File: src/rtl/trb_pkg.sv
package trb_pkg;

    localparam int NUM_TOPICS      = 8;
    localparam int SLOTS_PER_TOPIC = 16;
    localparam int TOPIC_W         = 3;
    localparam int SLOT_W          = $clog2(SLOTS_PER_TOPIC);
    localparam int ADDR_W          = TOPIC_W + SLOT_W;
    localparam int TOTAL_SLOTS     = NUM_TOPICS * SLOTS_PER_TOPIC;
    localparam int TAG_W           = 32;
    localparam int SEQ_W           = 31;
    localparam int TIME_W          = 48;
    localparam int PUB_W           = 3;
    localparam int PAY_W           = 32;
    localparam int NIB_W           = 4;

    localparam logic [TAG_W-1:0] SENTINEL_TAG = '1;
    localparam logic [SEQ_W-1:0] SEQ_MAX      = '1;

    typedef enum logic [1:0] {
        REQ_ENQ  = 2'd0,
        REQ_GET  = 2'd1,
        REQ_DEQ  = 2'd2,
        REQ_NONE = 2'd3
    } req_t;

    typedef enum logic [2:0] {
        ST_OK            = 3'd0,
        ST_FULL          = 3'd1,
        ST_NO_TOPIC      = 3'd2,
        ST_EMPTY         = 3'd3,
        ST_TOO_YOUNG     = 3'd4,
        ST_NOTHING_NEWER = 3'd5
    } status_t;

    typedef enum logic [1:0] {
        REG_ENABLE = 2'd0,
        REG_CAPS   = 2'd1,
        REG_DELTA  = 2'd2
    } reg_idx_t;

    typedef enum logic [3:0] {
        S_IDLE,
        S_DISPATCH,
        S_ENQ_CHK,
        S_GET_SCAN,
        S_GET_PICK,
        S_GET_FILL,
        S_DEQ_CHK,
        S_DEQ_WR,
        S_DONE
    } ctrl_state_t;

    typedef struct packed {
        req_t              req;
        logic [TOPIC_W-1:0] topic;
        logic [SEQ_W-1:0]  seen_seq;
        logic [PUB_W-1:0]  pub_id;
        logic [PAY_W-1:0]  payload;
        logic [TIME_W-1:0] now_us;
    } item_t;

    typedef struct packed {
        status_t           status;
        logic [SEQ_W-1:0]  ret_value;
        logic [SEQ_W-1:0]  entry_seq;
        logic [TIME_W-1:0] entry_time;
        logic [PUB_W-1:0]  entry_pub_id;
        logic [PAY_W-1:0]  entry_payload;
    } result_t;

    typedef struct packed {
        logic [TIME_W-1:0] stamp;
        logic [PUB_W-1:0]  publisher;
        logic [PAY_W-1:0]  handle;
    } slot_data_t;

    typedef struct packed {
        logic              rd;
        logic              wr;
        logic [ADDR_W-1:0] addr;
        logic [TAG_W-1:0]  wdata;
    } tag_req_t;

    typedef struct packed {
        logic              rd;
        logic              wr;
        logic [ADDR_W-1:0] addr;
        slot_data_t        wdata;
    } data_req_t;

    function automatic logic [SLOT_W-1:0] topic_len(input logic [31:0] caps,
                                                    input logic [TOPIC_W-1:0] t);
        logic [NIB_W-1:0] nib;
        nib = caps[{t, 2'b00} +: NIB_W];
        if (32'(nib) > 32'(SLOTS_PER_TOPIC - 1))
            return SLOT_W'(SLOTS_PER_TOPIC - 1);
        else
            return SLOT_W'(nib);
    endfunction

endpackage

File: src/rtl/trb_ctrl.sv
module trb_ctrl (
    input  logic                clk,
    input  logic                rst_n,
    input  logic                in_valid,
    output logic                in_ready,
    input  trb_pkg::item_t      in_item,
    input  logic                cap_wr,
    input  logic [7:0]          enable,
    input  logic [31:0]         caps,
    input  logic [31:0]         delta,
    output trb_pkg::tag_req_t   tag_req,
    input  logic [31:0]         tag_rd,
    output trb_pkg::data_req_t  data_req,
    input  trb_pkg::slot_data_t data_rd,
    output logic                res_valid,
    input  logic                res_ready,
    output trb_pkg::result_t    res
);
    import trb_pkg::*;

    ctrl_state_t       state_reg, state_next;
    item_t             item_reg, item_next;
    result_t           res_reg, res_next;
    logic [SLOT_W-1:0] head_reg [NUM_TOPICS];
    logic [SLOT_W-1:0] head_next [NUM_TOPICS];
    logic [SLOT_W-1:0] tail_reg [NUM_TOPICS];
    logic [SLOT_W-1:0] tail_next [NUM_TOPICS];
    logic [SEQ_W-1:0]  next_tag_reg, next_tag_next;
    logic [SLOT_W-1:0] idx_reg, idx_next;
    logic              exact_hit_reg, exact_hit_next;
    logic [SLOT_W-1:0] exact_idx_reg, exact_idx_next;
    logic              gt_hit_reg, gt_hit_next;
    logic [SLOT_W-1:0] gt_idx_reg, gt_idx_next;
    logic [SEQ_W-1:0]  gt_tag_reg, gt_tag_next;

    logic [TOPIC_W-1:0] t;
    logic [SLOT_W-1:0]  len;
    logic [SLOT_W-1:0]  head;
    logic [SLOT_W-1:0]  tail;
    logic               exists;
    logic [TAG_W-1:0]   target;
    logic               is_sent;
    logic               hit_eq;
    logic               hit_gt;
    logic               too_young;

    assign t       = item_reg.topic;
    assign len     = topic_len(caps, t);
    assign head    = head_reg[t];
    assign tail    = tail_reg[t];
    assign exists  = enable[t];
    assign target  = {1'b0, item_reg.seen_seq} + TAG_W'(1);
    assign is_sent = (tag_rd == SENTINEL_TAG);
    assign hit_eq  = !is_sent && (tag_rd == target);
    assign hit_gt  = !is_sent && (tag_rd > target);
    assign too_young = (item_reg.now_us < data_rd.stamp) ||
                       ((item_reg.now_us - data_rd.stamp) < {16'b0, delta});

    always_ff @(posedge clk or negedge rst_n)
    begin
        if (!rst_n)
        begin
            state_reg    <= S_IDLE;
            next_tag_reg <= SEQ_W'(1);
            for (int i = 0; i < NUM_TOPICS; i++)
            begin
                head_reg[i] <= '0;
                tail_reg[i] <= '0;
            end
        end
        else
        begin
            state_reg    <= state_next;
            next_tag_reg <= next_tag_next;
            head_reg     <= head_next;
            tail_reg     <= tail_next;
        end
    end

    always_ff @(posedge clk)
    begin
        item_reg      <= item_next;
        res_reg       <= res_next;
        idx_reg       <= idx_next;
        exact_hit_reg <= exact_hit_next;
        exact_idx_reg <= exact_idx_next;
        gt_hit_reg    <= gt_hit_next;
        gt_idx_reg    <= gt_idx_next;
        gt_tag_reg    <= gt_tag_next;
    end

    always_comb
    begin
        state_next     = state_reg;
        item_next      = item_reg;
        res_next       = res_reg;
        head_next      = head_reg;
        tail_next      = tail_reg;
        next_tag_next  = next_tag_reg;
        idx_next       = idx_reg;
        exact_hit_next = exact_hit_reg;
        exact_idx_next = exact_idx_reg;
        gt_hit_next    = gt_hit_reg;
        gt_idx_next    = gt_idx_reg;
        gt_tag_next    = gt_tag_reg;
        tag_req        = '0;
        data_req       = '0;
        in_ready       = 1'b0;
        res_valid      = 1'b0;

        unique case (state_reg)
            S_IDLE:
            begin
                in_ready = 1'b1;
                if (in_valid)
                begin
                    item_next  = in_item;
                    state_next = S_DISPATCH;
                end
            end
            S_DISPATCH:
            begin
                res_next       = '0;
                exact_hit_next = 1'b0;
                gt_hit_next    = 1'b0;
                if (item_reg.req == REQ_NONE)
                begin
                    state_next = S_DONE;
                end
                else if (!exists)
                begin
                    res_next.status = ST_NO_TOPIC;
                    state_next      = S_DONE;
                end
                else if (item_reg.req == REQ_ENQ)
                begin
                    tag_req.rd   = 1'b1;
                    tag_req.addr = {t, tail};
                    state_next   = S_ENQ_CHK;
                end
                else if (head == tail)
                begin
                    res_next.status = ST_EMPTY;
                    state_next      = S_DONE;
                end
                else if (item_reg.req == REQ_GET)
                begin
                    tag_req.rd   = 1'b1;
                    tag_req.addr = {t, {SLOT_W{1'b0}}};
                    idx_next     = '0;
                    state_next   = S_GET_SCAN;
                end
                else
                begin
                    data_req.rd   = 1'b1;
                    data_req.addr = {t, head};
                    state_next    = S_DEQ_CHK;
                end
            end
            S_ENQ_CHK:
            begin
                if (is_sent)
                begin
                    res_next.status = ST_FULL;
                end
                else
                begin
                    tag_req.wr     = 1'b1;
                    tag_req.addr   = {t, tail};
                    tag_req.wdata  = {1'b0, next_tag_reg};
                    data_req.wr    = 1'b1;
                    data_req.addr  = {t, tail};
                    data_req.wdata = '{stamp: item_reg.now_us, publisher: item_reg.pub_id,
                                       handle: item_reg.payload};
                    next_tag_next  = (next_tag_reg == SEQ_MAX) ? SEQ_W'(1)
                                                               : SEQ_W'(next_tag_reg + 1'b1);
                    tail_next[t]   = (tail == len) ? '0 : SLOT_W'(tail + 1'b1);
                    res_next.ret_value = SEQ_W'(1);
                end
                state_next = S_DONE;
            end
            S_GET_SCAN:
            begin
                if (hit_eq && !exact_hit_reg)
                begin
                    exact_hit_next = 1'b1;
                    exact_idx_next = idx_reg;
                end
                if (hit_gt && !gt_hit_reg)
                begin
                    gt_hit_next = 1'b1;
                    gt_idx_next = idx_reg;
                    gt_tag_next = tag_rd[SEQ_W-1:0];
                end
                if (idx_reg == len)
                begin
                    state_next = S_GET_PICK;
                end
                else
                begin
                    tag_req.rd   = 1'b1;
                    tag_req.addr = {t, SLOT_W'(idx_reg + 1'b1)};
                    idx_next     = SLOT_W'(idx_reg + 1'b1);
                end
            end
            S_GET_PICK:
            begin
                if (exact_hit_reg)
                begin
                    data_req.rd        = 1'b1;
                    data_req.addr      = {t, exact_idx_reg};
                    res_next.ret_value = SEQ_W'(1);
                    res_next.entry_seq = target[SEQ_W-1:0];
                    state_next         = S_GET_FILL;
                end
                else if (gt_hit_reg)
                begin
                    data_req.rd        = 1'b1;
                    data_req.addr      = {t, gt_idx_reg};
                    res_next.ret_value = gt_tag_reg;
                    res_next.entry_seq = gt_tag_reg;
                    state_next         = S_GET_FILL;
                end
                else
                begin
                    res_next.status = ST_NOTHING_NEWER;
                    state_next      = S_DONE;
                end
            end
            S_GET_FILL:
            begin
                res_next.entry_time    = data_rd.stamp;
                res_next.entry_pub_id  = data_rd.publisher;
                res_next.entry_payload = data_rd.handle;
                state_next             = S_DONE;
            end
            S_DEQ_CHK:
            begin
                if (too_young)
                begin
                    res_next.status = ST_TOO_YOUNG;
                    state_next      = S_DONE;
                end
                else
                begin
                    // old sentinel slot becomes free
                    tag_req.wr    = 1'b1;
                    tag_req.addr  = {t, (head == '0) ? len : SLOT_W'(head - 1'b1)};
                    tag_req.wdata = '0;
                    state_next    = S_DEQ_WR;
                end
            end
            S_DEQ_WR:
            begin
                tag_req.wr         = 1'b1;
                tag_req.addr       = {t, head};
                tag_req.wdata      = SENTINEL_TAG;
                head_next[t]       = (head == len) ? '0 : SLOT_W'(head + 1'b1);
                res_next.ret_value = SEQ_W'(1);
                state_next         = S_DONE;
            end
            S_DONE:
            begin
                res_valid = 1'b1;
                if (res_ready)
                    state_next = S_IDLE;
            end
            default:
            begin
                state_next = S_IDLE;
            end
        endcase

        if (cap_wr)
        begin
            for (int i = 0; i < NUM_TOPICS; i++)
            begin
                head_next[i] = '0;
                tail_next[i] = '0;
            end
        end
    end

    assign res = res_reg;

endmodule

File: config.mk
export PLATFORM = sky130hd
export DESIGN_NAME = trb_ctrl
export DESIGN_NICKNAME = d
export VERILOG_FILES = /design/src/rtl/trb_pkg.sv /design/src/rtl/trb_ctrl.sv
export SDC_FILE = /design/constraint.sdc
export NUM_CORES = 1
export LEC_CHECK = 0
export BUFFER_PORTS_ARGS = -buffer_cell sky130_fd_sc_hd__buf_2
export CAP_MARGIN = 30
export CORE_MARGIN = 3
export CORE_UTILIZATION = 35
export CTS_CLUSTER_SIZE = 14
export DETAILED_ROUTE_END_ITERATION = 10
export SYNTH_ARGS = -nofsm -noshare
export SYNTH_HDL_FRONTEND = slang
export SYNTH_SLANG_ARGS = --single-unit
File: constraint.sdc
create_clock -name clk -period 5.9 [get_ports clk]
set_input_delay 0.59 -clock clk [delete_from_list [all_inputs] [get_ports clk]]
set_output_delay 0.59 -clock clk [all_outputs]
set_load 0.02 [all_outputs]
## After elaboration in Yosys (flattened, before gate mapping)

Cells that the tools add are included.
Widths: inputs -> output; s select.

- Add/sub/neg operators: 7
- $lt $le $gt $ge: 6
- Equal/unequal tests: 35
- Shift operators: 1
- Multiplexer cells: 98
- Bitwise logic cells: 2
- Reduce and logical (&&, ||, !) cells: 32

Operators with widths:

| cell | number |
|---|---|
| $pmux 83 s2 | 1 |
| $mux 32 | 5 |
| $mux 62 | 2 |
| $pmux 31 s4 | 1 |
| $mux 4 | 24 |
| $pmux 32 s3 | 1 |
| $mux 7 | 13 |
| $mux 91 | 1 |
| $mux 83 | 1 |
| $mux 40 | 2 |
| $bwmux 32 | 2 |
| $mux 31 | 2 |
| $pmux 31 s2 | 1 |
| $lt 48x32->1 | 1 |
| $lt 48x48->1 | 1 |
| $sub 48x48->48 | 1 |
| $pmux 7 s5 | 1 |
| $ne 2x2->1 const B | 17 |
| $add 31x1->32 const B | 1 |
| $eq 32x32->1 | 1 |
| $eq 32x32->1 const B | 1 |
| $gt 32x32->1 | 1 |
| $shiftx 32x6->4 | 1 |
| $add 31x1->31 const B | 1 |
| other kinds (40) | 98 |

- Flip-flop bits (word level): 411
- Bits of input ports: 311
- Output and inout port bits: 283
- Word-level logic and storage cells: 217

## Depth between registers and ports, before layout

- Depth after elaboration: 10
- Gate-level depth with buffers: 22
- Mapped depth without buffers: 21

## Least setup slack after synthesis

OpenSTA, ideal clock, no wires.

- Kind: input-to-output
- Start point: input data_rd[43] (netlist bit)
- End point: output tag_req[33] (netlist bit)
- Arrival: 4.724 ns
- Data required time: 5.310 ns
- Path slack: 0.586 ns
- Stages: 21
- Cell sequence: inv_1 ha_1 nand2_1 a2111oi_2 o21ai_0 nand3_1 nand3_1 nand3_1 a21boi_0 xnor2_1 ha_1 a211o_1 a2111oi_0 o221a_2 o2111ai_1 a211oi_1 o2111ai_1 or4_4 o21ai_2 buf_6 o221ai_1

RTL lines:

| item | RTL line | text |
|---|---|---|
| start, declared | trb_ctrl.sv:14 | `input trb_pkg::slot_data_t data_rd,` |
| end, declared | trb_ctrl.sv:11 | `output trb_pkg::tag_req_t tag_req,` |

==> results.md <==
* Number of synthesized flops with an enable pin at roughly 310
* Final worst path period share at 102.7%
* Ys Warns at 0
* WP data arrival at roughly 5.5 ns
* Root buffer cell: clkbuf_16
* Total of max-cap violations at 0
* Hold Path Stages at 1
* Synth Net Count at approximately 2,600
* Synth async-reset ratio at about 24%
* Worst Setup End Kind: primary output
* R2R Setup Slk at approximately 0.63 ns
* Required @ worst endpoint at around 5.3 ns
* Post-layout util at between 40% and 50%
* GRT Overall Usage at 21.15%
* Clock tree buffer depth at 3
* Post-route ant nets at 0
* Synth Area per Inst at about 11 sq um
* Final clock skew at approximately 0.017 ns
* Drt drc at 0
* Setup TNS at -1.060 ns
* Worst-Skew Late Latency at about 0.58 ns
* Tmin final at a little over 6 ns
* RePlAce Congestion at between 0.9 and 1
* Worst Max-Slew Pin Slew at just under 1 ns
* Routed WL per cell at roughly 20 um
* First-pass GRT wire length at 112,700 um
* Peak supply drop at roughly 0.2 mV
* Worst Reg2Reg Path Length in Cells at 23
* Area growth, synth to finish at 26.44%
* Die Area at 68,420 sq um
* Failing checks: negative setup slack
* Syn Inst Count at 2,144
* Die Y-Extent at between 200 and 300 um
* Crit-path max FO at 9
* Vias in the first global route at 19,440
* # rows at slightly above 90
* Hold EP: item_reg[21]
* Commonest cells after routing, fill and taps aside: buf_2 (590), edfxtp_1 (312), nand2_1 (190)
* Min-delay worst type: primary input to register
* Fmax at 165.1 MHz
* IO Port Bufs at approximately 590
* Most used DFF post-synth: edfxtp_1
* Most common cell after layout, fill and taps aside: buf_2
* Endpoints failing hold at 0
* Crit Path Category: register to primary output
* Via-to-Cell Ratio at ~5.2
* Setup violators final at 8
* Initial Util at between 30% and 40%
* I/O pins at between 500 and 600
* CTS tree: yes
* Vias at 19,161
* Largest net degree at the start of global routing at 70
* Status: complete, but fails checks
* Post-DP HPWL at 57,700 um
* Total core area at approximately 65,000 sq um
* Share of cells above drive strength 1 at 29.64%
* Setup slack after layout at -0.1586 ns
* WL final at approximately 75,000 um
* Synthesized area at about 23,000 sq um
* HP Start: in_item[21]
* Final Max Tran Viols at 0
* Flops & latches, synth at just over 400
* Clock transition at path regs at around 0.07 ns
* CP startpoint kind: register
* CTS sink count at approximately 410
* Seq/Total Area, Yosys at 51.82%
* Pwr/cell area at 374.8 nW/um^2
* Static leakage at around 13 nW
* Initial antenna violation count at 3
* Max_slew headroom at a little over a third
* Number of flip-flops in the largest register at ~150
* Fin nets at 3,201
* RR Endpoint: res[146]
* Congestion Overflow GR at 0
* Pre-antenna DRT Iters at 5
* RR Startpoint: item_reg[0]
* Initial DRC Count at 1,474
* Yosys cell types at between 80 and 90
* RSZ-0062 raised after global routing: yes
* CTS buffer count at 47
* CTS HTree Levels at 2
* Die width at roughly 260 um
## cells in the mapped netlist, drive strengths merged (11+ instances only)
library cell / n / share of area (%)
dfrtp: 98 / 11
a22oi: 20 / 0.66
clkbuf: 67 / 1.1
o21bai: 39 / 1.3
buf: 34 / 0.78
o21ai: 60 / 1.3
and3: 14 / 0.38
xor2: 54 / 2.1
inv: 114 / 1.9
o221ai: 11 / 0.42
mux2: 11 / 0.54
nand2: 191 / 3.1
nand3: 49 / 1.1
nor3: 95 / 2.1
nand4: 52 / 1.5
a21oi: 107 / 2.5
and2: 164 / 4.5
a31oi: 11 / 0.30
a21o: 31 / 1.0
o211ai: 16 / 0.53
nor2b: 17 / 0.47
o21a: 19 / 0.62
edfxtp: 312 / 41
mux2i: 52 / 2.3
nand2b: 12 / 0.33
ha: 117 / 6.4
xnor2: 58 / 2.2
nor4: 14 / 0.47
nor2: 184 / 3.0
## report_power, final
part / total [mW] / switching [mW] / internal [mW]
Combinational: 3.89 / 2.55 / 1.33
Clock: 2.80 / 1.20 / 1.60
Sequential: 4.15 / 0.297 / 3.85
## metrics by stage
stage	setup WS (ns)	hold slack [ns]	area, sq um	cells	power (mW)
after floorplan	0.5856	0.2944	22860	2144	6.543
after global placement	-0.01376	0.4848	27120	3571	7.965
after detailed placement	-0.2985	0.4916	27160	3573	8.010
after CTS	-0.1109	0.1189	28820	3663	10.94
after global routing	-0.4316	0.1448	28910	3666	11.45
final	-0.1586	0.1794	28910	3666	10.83
## worst max-delay path: stages (launching register included)
cell	delay (ns)
edfxtp_1	0.33
inv_2	0.06
ha_4	0.17
fa_2	0.43
nand2b_4	0.17
a2111oi_4	0.28
a211o_2	0.19
a21o_1	0.16
a21oi_2	0.08
o21bai_1	0.21
xor2_1	0.18
ha_1	0.25
nand4_1	0.10
nor2_2	0.05
a211oi_2	0.24
a211oi_2	0.09
a2111oi_4	0.31
o311a_1	0.26
o2111ai_1	0.11
or4_4	0.54
o21ai_4	0.20
buf_12	0.15
o221ai_1	0.11
buf_4	0.19
## area by class of cell
cell class                 count  area [sq um]
fill                        6237         35670
sequential                   411         11850
multi-input combinational   1518         10420
timing repair buffer         680          3680
clock buffer                  58          1217
tap                          855          1070
inverter                     114         429.2
clock inverter                29         246.5
antenna                        1         2.502
## worst max path at each step
stage	from	to	cells after the start
after floorplan	data_rd[43]	tag_req[33]	21
after global placement	data_rd[35]	tag_req[33]	23
after detailed placement	data_rd[35]	tag_req[35]	23
after CTS	item_reg[0]	tag_req[33]	23
after global routing	item_reg[0]	tag_req[33]	23
final	item_reg[0]	tag_req[33]	23
## cells by family (layout without fill, tap and decap cells)
family / Yosys count / in the layout / synth area share (%)
compound gates: 391 / 391 / 11.73
xor+xnor: 112 / 112 / 4.291
fa+ha+maj: 119 / 119 / 6.535
buf+inv: 215 / 881 / 3.754
flops: 411 / 411 / 51.82
mux: 73 / 73 / 3.804
other cells: 0 / 1 / 0
simple gates: 823 / 823 / 18.07
## routing by layer
metal,GRT usage (%),up-vias,routed length (um)
li1,-,9032,-
met1,27.88,9350,32370
met2,36.14,679,36270
met3,3.365,98,4747
met4,5.790,2,1764
met5,0,-,13
## timing repair
| action | 4_1_cts | 5_1_grt |
|---|---|---|
| buffers inserted | 2 | 2 |
| setup endpoints to repair | 8 | 8 |
| hold endpoints to repair | 34 | 0 |
| pin swaps | 6 | 4 |
| resized for setup | 39 | 10 |
| hold buffers | 1 | 0 |
(Power assumes the default switching activity.)
